[config.mk]
export PLATFORM = sky130hd
export DESIGN_NAME = topic_filter_matcher_unit
export DESIGN_NICKNAME = d
export VERILOG_FILES = /design/src/rtl/core/tfm_pkg.sv /design/src/rtl/core/tfm_ram.sv /design/src/rtl/core/tfm_match.sv /design/src/rtl/core/topic_filter_matcher_unit.sv
export SDC_FILE = /design/constraint.sdc
export NUM_CORES = 2
export LEC_CHECK = 0
export BUFFER_PORTS_ARGS = -buffer_cell sky130_fd_sc_hd__buf_2
export CAP_MARGIN = 20
export CORE_ASPECT_RATIO = 1.4
export CORE_MARGIN = 1.5
export CORE_UTILIZATION = 45
export CTS_CLUSTER_SIZE = 8
export DETAILED_ROUTE_END_ITERATION = 8
export PLACE_DENSITY = 0.69
export SLEW_MARGIN = 40
export SYNTH_ARGS = -nofsm -noshare
export SYNTH_HDL_FRONTEND = slang
export SYNTH_SLANG_ARGS = --single-unit
[constraint.sdc]
create_clock -name clk -period 32.4 [get_ports clk]
set_input_delay 4.86 -clock clk [delete_from_list [all_inputs] [get_ports clk]]
set_output_delay 4.86 -clock clk [all_outputs]
set_load 0.02 [all_outputs]
[src/rtl/core/tfm_pkg.sv]
// Package for the topic filter matcher: command codes, wildcard characters,
// transfer payload types and the default filter capacity.
// No dependencies.
package tfm_pkg;

	// Default number of filter bytes the store can hold.
	localparam int unsigned MaxFilterBytes = 256;

	typedef enum logic [1:0] {
		CMD_CLEAR  = 2'd0,
		CMD_APPEND = 2'd1,
		CMD_TOPIC  = 2'd2,
		CMD_END    = 2'd3
	} cmd_t;

	localparam logic [7:0] CH_HASH  = 8'h23;
	localparam logic [7:0] CH_PLUS  = 8'h2B;
	localparam logic [7:0] CH_SLASH = 8'h2F;

	typedef struct packed {
		cmd_t       command;
		logic [7:0] character;
	} item_t;

	typedef struct packed {
		logic match;
		logic filter_overflowed;
	} result_t;

	// One item handed from the input register to the matcher.
	typedef struct packed {
		logic  fire;
		item_t item;
	} step_t;

endpackage

[src/rtl/core/tfm_ram.sv]
// Generic memory with one write port and two registered read ports.
// No dependencies.
module tfm_ram #(
	parameter int unsigned Width = 8,
	parameter int unsigned Depth = 256,
	localparam int unsigned AddrW = (Depth > 1) ? $clog2(Depth) : 1
) (
	input  logic             clk,
	input  logic             we,
	input  logic [AddrW-1:0] waddr,
	input  logic [Width-1:0] wdata,
	input  logic [AddrW-1:0] raddr_a,
	input  logic [AddrW-1:0] raddr_b,
	output logic [Width-1:0] rdata_a,
	output logic [Width-1:0] rdata_b
);

	logic [Width-1:0] mem [Depth];

	always_ff @(posedge clk) begin
		if (we) begin
			mem[waddr] <= wdata;
		end
		rdata_a <= mem[raddr_a];
		rdata_b <= mem[raddr_b];
	end

endmodule

[src/rtl/core/tfm_match.sv]
// Matcher core: filter store, filter position state and a two-byte window
// kept ahead of the position by reads from the store.
// Depends on tfm_pkg and tfm_ram.
module tfm_match #(
	parameter int unsigned MaxFilterBytes = tfm_pkg::MaxFilterBytes
) (
	input  logic              clk,
	input  logic              arst_n,
	input  tfm_pkg::step_t    step,
	output tfm_pkg::result_t  result
);

	localparam int unsigned LenW  = $clog2(MaxFilterBytes + 1);
	localparam int unsigned AddrW = $clog2(MaxFilterBytes);

	typedef enum logic [1:0] {
		VERDICT_OPEN  = 2'd0,
		VERDICT_MATCH = 2'd1,
		VERDICT_FAIL  = 2'd2
	} verdict_t;

	logic [LenW-1:0]  len_q, len_n;
	logic [LenW-1:0]  pos_q, pos_n;
	logic             skip_q, skip_n;
	verdict_t         verdict_q, verdict_n;
	logic             ovf_q, ovf_n;
	logic [7:0]       win0_q, win0_n, win1_q, win1_n;
	logic [7:0]       head0_q, head0_n, head1_q, head1_n;
	logic             fwd_a_q, fwd_b_q;
	logic [7:0]       fwd_data_q;

	logic             we;
	logic [AddrW-1:0] waddr, raddr_a, raddr_b;
	logic [7:0]       rdata_a, rdata_b, view_a, view_b, ch;
	logic [LenW-1:0]  ra_full, rb_full;
	logic [LenW:0]    pos_plus1;
	logic             avail0, avail1, room;
	logic [1:0]       adv;
	logic             topic_skip, end_hit;
	verdict_t         topic_verdict;

	tfm_ram #(
		.Width(8),
		.Depth(MaxFilterBytes)
	) u_store (
		.clk    (clk),
		.we     (we),
		.waddr  (waddr),
		.wdata  (ch),
		.raddr_a(raddr_a),
		.raddr_b(raddr_b),
		.rdata_a(rdata_a),
		.rdata_b(rdata_b)
	);

	assign ch = step.item.character;

	// The read ports hold the bytes two and three places past the position.
	// A byte written in the cycle it was read is taken from the forward register.
	assign view_a = fwd_a_q ? fwd_data_q : rdata_a;
	assign view_b = fwd_b_q ? fwd_data_q : rdata_b;

	assign pos_plus1 = {1'b0, pos_q} + (LenW + 1)'(1);
	assign avail0    = pos_q < len_q;
	assign avail1    = pos_plus1 < {1'b0, len_q};
	assign room      = len_q < LenW'(MaxFilterBytes);
	assign waddr     = len_q[AddrW-1:0];

	// Decision for one topic byte.
	always_comb begin
		adv           = 2'd0;
		topic_skip    = skip_q;
		topic_verdict = verdict_q;
		if (verdict_q == VERDICT_OPEN) begin
			priority if (skip_q) begin
				if (ch == tfm_pkg::CH_SLASH) begin
					topic_skip = 1'b0;
					if (avail0 && win0_q == tfm_pkg::CH_SLASH) begin
						adv = 2'd1;
					end else begin
						topic_verdict = VERDICT_FAIL;
					end
				end
			end else if (!avail0) begin
				topic_verdict = VERDICT_FAIL;
			end else if (win0_q == tfm_pkg::CH_HASH) begin
				topic_verdict = VERDICT_MATCH;
			end else if (win0_q == tfm_pkg::CH_PLUS) begin
				adv        = 2'd1;
				topic_skip = 1'b1;
				if (ch == tfm_pkg::CH_SLASH) begin
					topic_skip = 1'b0;
					if (avail1 && win1_q == tfm_pkg::CH_SLASH) begin
						adv = 2'd2;
					end else begin
						topic_verdict = VERDICT_FAIL;
					end
				end
			end else if (win0_q == ch) begin
				adv = 2'd1;
			end else begin
				topic_verdict = VERDICT_FAIL;
			end
		end
	end

	// Verdict at the end of a topic.
	always_comb begin
		if (verdict_q != VERDICT_OPEN) begin
			end_hit = (verdict_q == VERDICT_MATCH);
		end else begin
			end_hit = !avail0
				|| win0_q == tfm_pkg::CH_HASH
				|| (win0_q == tfm_pkg::CH_SLASH && avail1 && win1_q == tfm_pkg::CH_HASH)
				|| (!skip_q && win0_q == tfm_pkg::CH_PLUS && !avail1);
		end
		result.match             = end_hit && !ovf_q;
		result.filter_overflowed = ovf_q;
	end

	// Next state.
	always_comb begin
		len_n     = len_q;
		pos_n     = pos_q;
		skip_n    = skip_q;
		verdict_n = verdict_q;
		ovf_n     = ovf_q;
		win0_n    = win0_q;
		win1_n    = win1_q;
		head0_n   = head0_q;
		head1_n   = head1_q;
		we        = 1'b0;
		if (step.fire) begin
			unique case (step.item.command)
				tfm_pkg::CMD_CLEAR: begin
					len_n     = '0;
					ovf_n     = 1'b0;
					pos_n     = '0;
					skip_n    = 1'b0;
					verdict_n = VERDICT_OPEN;
				end
				tfm_pkg::CMD_APPEND: begin
					if (room) begin
						we    = 1'b1;
						len_n = len_q + LenW'(1);
						if (len_q == LenW'(0)) begin
							head0_n = ch;
						end
						if (len_q == LenW'(1)) begin
							head1_n = ch;
						end
					end else begin
						ovf_n = 1'b1;
					end
					pos_n     = '0;
					skip_n    = 1'b0;
					verdict_n = VERDICT_OPEN;
					win0_n    = head0_n;
					win1_n    = head1_n;
				end
				tfm_pkg::CMD_TOPIC: begin
					pos_n     = pos_q + LenW'(adv);
					skip_n    = topic_skip;
					verdict_n = topic_verdict;
					unique case (adv)
						2'd1: begin
							win0_n = win1_q;
							win1_n = view_a;
						end
						2'd2: begin
							win0_n = view_a;
							win1_n = view_b;
						end
						default: begin
							win0_n = win0_q;
							win1_n = win1_q;
						end
					endcase
				end
				tfm_pkg::CMD_END: begin
					pos_n     = '0;
					skip_n    = 1'b0;
					verdict_n = VERDICT_OPEN;
					win0_n    = head0_q;
					win1_n    = head1_q;
				end
			endcase
		end
	end

	// Fetch the bytes that follow the window at the next position.
	assign ra_full = pos_n + LenW'(2);
	assign rb_full = pos_n + LenW'(3);
	assign raddr_a = ra_full[AddrW-1:0];
	assign raddr_b = rb_full[AddrW-1:0];

	always_ff @(posedge clk or negedge arst_n) begin
		if (!arst_n) begin
			len_q     <= '0;
			pos_q     <= '0;
			skip_q    <= 1'b0;
			verdict_q <= VERDICT_OPEN;
			ovf_q     <= 1'b0;
			fwd_a_q   <= 1'b0;
			fwd_b_q   <= 1'b0;
		end else begin
			len_q     <= len_n;
			pos_q     <= pos_n;
			skip_q    <= skip_n;
			verdict_q <= verdict_n;
			ovf_q     <= ovf_n;
			fwd_a_q   <= we && (waddr == raddr_a);
			fwd_b_q   <= we && (waddr == raddr_b);
		end
	end

	always_ff @(posedge clk) begin
		win0_q     <= win0_n;
		win1_q     <= win1_n;
		head0_q    <= head0_n;
		head1_q    <= head1_n;
		fwd_data_q <= ch;
	end

endmodule

[src/rtl/core/topic_filter_matcher_unit.sv]
// Top level of the topic filter matcher: input register, matcher core and
// result register. Depends on tfm_pkg and tfm_match.
//
// Usage. Items arrive on the item channel (item_valid, item_stall, item);
// each carries a command and a character. Clear empties the filter and its
// overflow flag, append adds one filter byte, topic byte feeds one byte of
// the topic name, and end of topic produces exactly one transfer on the
// result channel (result_valid, result_stall, result) with the match bit
// and the overflow flag. Appends past the filter capacity are dropped and
// force every later result to no match until the next clear. Any filter
// change, and every end of topic, re-arms the matcher for a new topic.
// Throughput is one item per cycle while no end-of-topic item waits: the
// core keeps a two-byte window of the filter at the current position in
// registers, refilled every cycle by the two read ports of the filter store,
// so a topic byte that advances the position by two still finds its bytes
// ready. An end of topic goes through the input and the result register.
// After reset the filter is empty, both channels are idle and the store
// holds no meaningful data. While the receiver stalls, the result holds;
// topic and filter items keep flowing, and only an end-of-topic item waits
// in the input register, which then stalls the item channel.
module topic_filter_matcher_unit #(
	parameter int unsigned MaxFilterBytes = tfm_pkg::MaxFilterBytes
) (
	input  logic             clk,
	input  logic             arst_n,
	input  logic             item_valid,
	output logic             item_stall,
	input  tfm_pkg::item_t   item,
	output logic             result_valid,
	input  logic             result_stall,
	output tfm_pkg::result_t result
);

	logic             item_valid_s1;
	tfm_pkg::item_t   item_s1;
	logic             result_valid_q;
	tfm_pkg::result_t result_q;

	tfm_pkg::step_t   step;
	tfm_pkg::result_t core_result;
	logic             out_free, is_end, advance;

	// The result register can take a new result when it is empty or its
	// current result transfers in this cycle.
	assign out_free = !result_valid_q || !result_stall;
	assign is_end   = (item_s1.command == tfm_pkg::CMD_END);

	// Only an end-of-topic item needs room in the result register.
	assign advance    = item_valid_s1 && (!is_end || out_free);
	assign item_stall = item_valid_s1 && !advance;

	assign step.fire = advance;
	assign step.item = item_s1;

	tfm_match #(
		.MaxFilterBytes(MaxFilterBytes)
	) u_match (
		.clk   (clk),
		.arst_n(arst_n),
		.step  (step),
		.result(core_result)
	);

	always_ff @(posedge clk or negedge arst_n) begin
		if (!arst_n) begin
			item_valid_s1  <= 1'b0;
			result_valid_q <= 1'b0;
		end else begin
			if (!item_stall) begin
				item_valid_s1 <= item_valid;
			end
			if (advance && is_end) begin
				result_valid_q <= 1'b1;
			end else if (!result_stall) begin
				result_valid_q <= 1'b0;
			end
		end
	end

	always_ff @(posedge clk) begin
		if (!item_stall && item_valid) begin
			item_s1 <= item;
		end
		if (advance && is_end) begin
			result_q <= core_result;
		end
	end

	assign result_valid = result_valid_q;
	assign result       = result_q;

endmodule

### Word-level counts from Yosys, hierarchy flattened

Memories as Yosys holds them, arrays and structs flattened. A register that Yosys moved wholly into a read port is not among the register bits.
Index checks and enable logic that the tools add are counted.

| storage, ports and cells | value |
|---|---|
| bits in writable memories | 2048 |
| output and inout bits | 4 |
| input bits | 14 |
| word-level logic and storage cells | 145 |
| flip-flop bits (word level) | 78 |
| memories kept | 1 |

Memories:

| name | depth | bits a word | read ports | clocked after Yosys merged registers in | write ports | line | RTL |
|---|---|---|---|---|---|---|---|
| u_match.u_store.mem | 256 | 8 | 2 | 2 | 1 | tfm_ram.sv:18 | `logic [Width-1:0] mem [Depth];` |

| operators by class | value |
|---|---|
| magnitude comparators | 3 |
| add/sub/neg operators | 5 |
| multiplexer cells | 52 |
| reductions and logical operators | 40 |
| eq/ne operators | 26 |

Operators by type and width:

| kind | number |
|---|---|
| $eq A8 B6 Y1 const B | 6 |
| $mux W8 | 6 |
| $pmux W8 S3 | 2 |
| $mux W2 | 18 |
| $pmux W9 S2 | 2 |
| $pmux W8 S2 | 2 |
| $eq A8 B8 Y1 | 3 |
| $mux W9 | 2 |
| $mux W1 | 17 |
| $add A8 B2 Y8 const B | 2 |
| $logic_and A1 B1 Y1 | 13 |
| $ne A6 B5 Y1 const B | 2 |
| $add A9 B1 Y10 const B | 1 |
| $lt A10 B9 Y1 | 1 |
| $add A9 B1 Y9 const B | 1 |
| $add A9 B2 Y9 | 1 |
| $eq A9 B1 Y1 const B | 1 |
| $logic_not A1 Y1 | 9 |
| $logic_not A9 Y1 | 1 |
| $lt A9 B9 Y1 | 1 |
| $lt A9 B9 Y1 const B | 1 |
| $reduce_and A3 Y1 | 3 |
| $reduce_and A7 Y1 | 1 |
| $eq A2 B1 Y1 const B | 3 |
| other kinds (14) | 27 |

### Depth between registers and ports, before layout

| logic depth | value |
|---|---|
| depth in word-level cells | 16 |
| depth in mapped cells | 39 |
| gate-level depth less buffers | 27 |

### Modules after synthesis

Synthesis repeated with hierarchy kept, for this count alone.

| unflattened totals | value |
|---|---|
| cell total of the unflattened synthesis | 5347 |
| area total of the unflattened synthesis | 102062.9 µm² |

By module, submodules not included:

| module | cells each | instances | area an instance (µm²) |
|---|---|---|---|
| tfm_ram | 4847 | 1 | 96973.0 |
| tfm_match | 477 | 1 | 4626.9 |
| topic_filter_matcher_unit | 23 | 1 | 462.9 |

### Worst setup path before layout

Ideal clock, no wire load.

| timing path | value |
|---|---|
| path kind | flip-flop to flip-flop |
| start point | reg item_s1[5] in the netlist's numbering |
| end point | reg u_match.u_store.rdata_b[6] (read register of u_match.u_store.mem) |
| path slack | 22141 ps |
| data arrival time | 10137 ps |
| cell stages (with the launch flop) | 30 |
| required time | 32278 ps |
| path through | edfxtp_1 nor4bb_1 nand4_1 nor4_1 nand3_1 clkbuf_1 a22oi_1 nor2_1 ha_1 fa_1 nand4b_1 o21ai_2 inv_1 buf_2 clkbuf_1 buf_2 buf_2 buf_2 ha_1 nor2_1 a32o_1 a2111oi_0 buf_4 buf_6 buf_2 buf_2 mux4_2 mux2i_1 o221ai_1 o32a_1 |

| between the ends | value |
|---|---|
| longest elaborated chain between the ends | 11 |

RTL lines:

| what | line | RTL |
|---|---|---|
| from (decl) | topic_filter_matcher_unit.sv:35 | `tfm_pkg::item_t item_s1;` |
| from (signal assigned) | topic_filter_matcher_unit.sv:82 | `item_s1 <= item;` |
| $eq A8 B8 Y1 / $eq A8 B6 Y1 (equally long branches) | tfm_match.sv:99, tfm_match.sv:76, tfm_match.sv:91 |  |
| $mux W1 / $mux W2 (equally long branches) | tfm_match.sv:99, tfm_match.sv:91 |  |
| $mux W2 | tfm_match.sv:88 | `end else if (win0_q == tfm_pkg::CH_PLUS) begin` |
| $mux W2 | tfm_match.sv:86 | `end else if (win0_q == tfm_pkg::CH_HASH) begin` |
| $mux W2 | tfm_match.sv:84 | `end else if (!avail0) begin` |
| $mux W2 * | tfm_match.sv:75 | `priority if (skip_q) begin` |
| $mux W2 * | tfm_match.sv:74 | `if (verdict_q == VERDICT_OPEN) begin` |
| $add A9 B2 Y9 * | tfm_match.sv:162 | `pos_n = pos_q + LenW'(adv);` |
| $pmux W9 S2 * | tfm_match.sv:134 | `unique case (step.item.command)` |
| $mux W9 * | tfm_match.sv:133 | `if (step.fire) begin` |
| $add A8 B2 Y8 * | tfm_match.sv:193 | `assign rb_full = pos_n + LenW'(3);` |
| to (decl) | tfm_ram.sv:15 | `output logic [Width-1:0] rdata_b` |

Every way passes the cells marked *; elsewhere a longest branch is shown, timed or not.
A chain may end at the register's enable or synchronous reset.

### Final worst setup path

| timing path | value |
|---|---|
| start point | in result_stall |
| end point | reg u_match.u_store.rdata_b[4] (read register of u_match.u_store.mem) |

| between the ends | value |
|---|---|
| longest elaborated chain between the ends | 6 |

RTL lines:

| what | line | RTL |
|---|---|---|
| from (decl) | topic_filter_matcher_unit.sv:30 | `input logic result_stall,` |
| $logic_not A1 Y1 | -- |  |
| $logic_or A1 B1 Y1 | topic_filter_matcher_unit.sv:45 | `assign out_free = !result_valid_q \|\| !result_stall;` |
| $logic_or A1 B1 Y1 | topic_filter_matcher_unit.sv:49 | `assign advance = item_valid_s1 && (!is_end \|\| out_free);` |
| $logic_and A1 B1 Y1 | topic_filter_matcher_unit.sv:49 |  |
| $mux W9 | tfm_match.sv:133 |  |
| $add A8 B2 Y8 | tfm_match.sv:193 |  |

No other way between the ends.

==> qor.yml <==
syn-num-nets: 7987
cts_tree: "done"
rrSetupSlack_ps: 21580
placementRows: 209
crit_path_start_kind: "primary input"
clock_latency_ps: 870
r2r-start: "u_match.pos_q[2]$_DFF_PN0_"
crit_path_top_delay_cell: "ha_4"
synth_top_area_share_pct: 60.1
vias: 74200
final.setup.tns_ps: 0
grt_setup_unrepaired: "no"
max_slew_margin_pct: 32.1
path_buf_inv: 5
synth_edf_count: 2092
p_leak_nw: 38.8
syn_inst: 7946
cts_made_buffers: 309
grt_pass1_vias: 71700
dpl.cell_count: 10500
drv_slew: 0
viasPerCell: 6.77
holdPathStages: 0
synth_warnings: 0
antenna_left: 0
dieArea_um2: 235000
die_x_um: 410
grt-ovfl-total: 0
grt_pass1_wl_um: 496000
cts.clk_slew.worst_paths_ps: 60
antenna_found_initial: 16
cts_root_buffer: "clkbuf_16"
worst_hold_startpoint: "u_match.ovf_q$_DFFE_PN0P_"
setup_viol: 0
status: "finished with violations"
post-route-min-period_ps: 10870
drc: 3
die_h_um: 573
critPathKind: "in2reg"
peakVddDrop_mv: 0.0437
clockBufferDepth: 4
power_density_nw_per_um2: 52.2
wl_um: 349000
hold_viol: 0
violations: "DRC"
cts.sinks: 2142
whs_endpoint: "result[0]$_DFFE_PP_"
synth_area_leaders: "edfxtp_1 60%, mux4_2 14%, nand2_1 7.6%"
synth.avg_cell_area_um2: 13.2
io_buffers: 17
ys_ff_latch: 2142
period_share_pct: 33.5
grt_max_degree: 167
crit_arrival_ps: 11590
yosysTopAreaCell: "edfxtp_1"
synth-async-reset-ratio_pct: 1.21
min_path_type: "reg2reg"
max_freq_ghz: 0.0920
postLayoutSetupSlackWorst_ps: 21530
syn-cell-area_um2: 105000
start_util_pct: 45.2
rr_endpoint: "u_match.u_store.rdata_b[4]$_DFF_P_"
layout-drive-gt1-share_pct: 19.1
path_common_cell: "mux4_2"
synth.most_common_cell: "nand2_1"
crit_family: "buffers and inverters"
final_cells: 10900
crit_chain: "buf_2 -> and4_1 -> nor2_1 -> o21ai_4 -> inv_8 -> ha_4 -> buf_12 -> buf_16 -> buf_4 -> mux4_2 -> mux4_2 -> mux2i_1 -> a32oi_1 -> a21oi_1 -> a31oi_1"
place_ws_ps: 20710
post_cts_resized: 0
yosys.cell_types.count: 84
synth-main-ff-cell: "edfxtp_1"
hold_buffers: 0
first_iter_violations: 12200
wire_per_inst_um: 31.8
area_delta_synth_final_pct: 11.6
cp-end-kind: "register"
num_io_pins: 18
ctsHtreeMaxLevel: 5
reg2regPathDepth: 26
synthTopCellsByCount: "2,109 x nand2_1, 2,092 x edfxtp_1, 705 x nand3_1"
coreArea_um2: 231000
drtPass1Iterations: 9
drv_cap: 0
layout.core_utilization_pct: 50.5
yosysSeqAreaShare_pct: 61.2
whs_ps: 520
hpwl_um: 208000
finClkSkew_ps: 61.1
tightest_slew_ps: 1010
gr-usage-all-layers_pct: 28.8
cpPeakStageDelay_ps: 970
cts_setup_buffers: 0
path_max_fanout: 87
crit_required_ps: 33120
nNetsFinal: 7846
gp_congestion: 0.948
## registers in the layout (all words and copies together) (netlist names), 2 cells and up
| name | cells |
|---|---|
| item_s1 | 10 |
| result | 2 |
| u_match.fwd_data_q | 8 |
| u_match.head0_q | 8 |
| u_match.head1_q | 8 |
| u_match.len_q | 9 |
| u_match.pos_q | 9 |
| u_match.u_store.mem | 2048 |
| u_match.u_store.rdata_a | 8 |
| u_match.u_store.rdata_b | 8 |
| u_match.verdict_q | 2 |
| u_match.win0_q | 8 |
| u_match.win1_q | 8 |
## layout by cell type, fill, tap and decap left out, types with 12 or more instances in the layout
cell type  netlist  routed
nor2b_1         15      14
dfrtp_1         26      26
clkbuf_16        0     319
and3_1         233     233
buf_2          237      18
buf_6            5      19
mux2_2          27      27
nand4_1         19      19
inv_1           24      23
nand2_1       2109    2092
a21oi_1         45      45
and2_1          22      22
xor2_1          22      17
nor4_1          13      13
mux4_2         642     642
o21ai_0         25      24
a311oi_1       206     193
buf_4           60     121
o31ai_1         12      12
buf_12           0      24
mux2i_1        178     178
nor2_1         340      99
dfxtp_1         24      24
nor3_1          20      18
nor2_2           0     239
a31oi_1        237     237
a211oi_1        34      33
ha_1            26      24
edfxtp_1      2092    2092
nand3_1        705     700
xnor2_1         31      24
clkbuf_1       295      59
## where the power goes
| group | switching [mW] | leakage [nW] | internal (mW) |
|---|---|---|---|
| sequential | 0.00602 | 19.4 | 3.06 |
| clock | 1.16 | 4.06 | 1.75 |
| combinational | 0.0928 | 15.3 | 0.0301 |
## worst register-to-register path: stages (launching register included)
cell and delay, ps:
dfrtp_1 780, and3_1 360, and3_1 260, nand3_1 110
xnor2_1 150, ha_1 300, a21oi_1 150, nor2b_1 60
a311oi_1 500, nand3_1 650, a22oi_1 510, nor2_1 80
ha_1 250, fa_1 520, nand4b_1 220, o21ai_4 400
inv_8 440, ha_4 990, buf_12 340, buf_16 400
buf_4 860, mux4_2 420, mux4_2 520, mux2i_1 660
a32oi_1 230, a21oi_1 440, a31oi_1 80
## metal layers
layer  vias up  wire [µm]  GRT usage [%]
met5         -        136              0
met1     37100     115000           35.0
met3      1295      42500           7.25
li1      30000          -              -
met4        22      31500           21.7
met2      5725     159000           44.2
## how the worst max path moves through the flow
stage                                     startpoint  cells after the start                                 end
after detailed placement                result_stall                     13  u_match.u_store.rdata_b[4]$_DFF_P_
after CTS                               result_stall                     13  u_match.u_store.rdata_b[4]$_DFF_P_
after global placement                  result_stall                     12  u_match.u_store.rdata_b[3]$_DFF_P_
after floorplan                 item_s1[5]$_DFFE_PP_                     29  u_match.u_store.rdata_b[6]$_DFF_P_
final                                   result_stall                     15  u_match.u_store.rdata_b[4]$_DFF_P_
after global routing      u_match.pos_q[2]$_DFF_PN0_                     26  u_match.u_store.rdata_b[3]$_DFF_P_
## stage by stage
stage               total power [mW]  area, µm²
floorplan                       3.19     105000
CTS                             6.09     116000
detailed placement              3.23     108000
global route                    6.20     117000
finish                          6.09     117000
global placement                3.23     107000
## cell type report
class / count / area, µm²
diodes: 6 / 15.0
clock buffers: 378 / 8200
clock inverters: 12 / 120
fillers: 18900 / 114000
inverters: 27 / 116
multi-input cells: 5137 / 38600
flip-flops and latches: 2142 / 64000
well taps: 3059 / 3830
repair buffers: 188 / 1840
## kinds of logic (layout without fill, tap and decap cells)
group                    Yosys count  after routing  synth area share, %
buffers and inverters            667            605                 2.93
XOR/XNOR                          55             55                0.475
AND/OR/NAND/NOR                 3514           3514                 14.3
adder cells (fa/ha/maj)           27             27                0.330
multiplexers                     849            849                 15.9
AO/OA/AOI/OAI                    692            692                 4.90
other                              0              6                    0
flip-flops                      2142           2142                 61.2
Power figures use the tool's default switching activity.
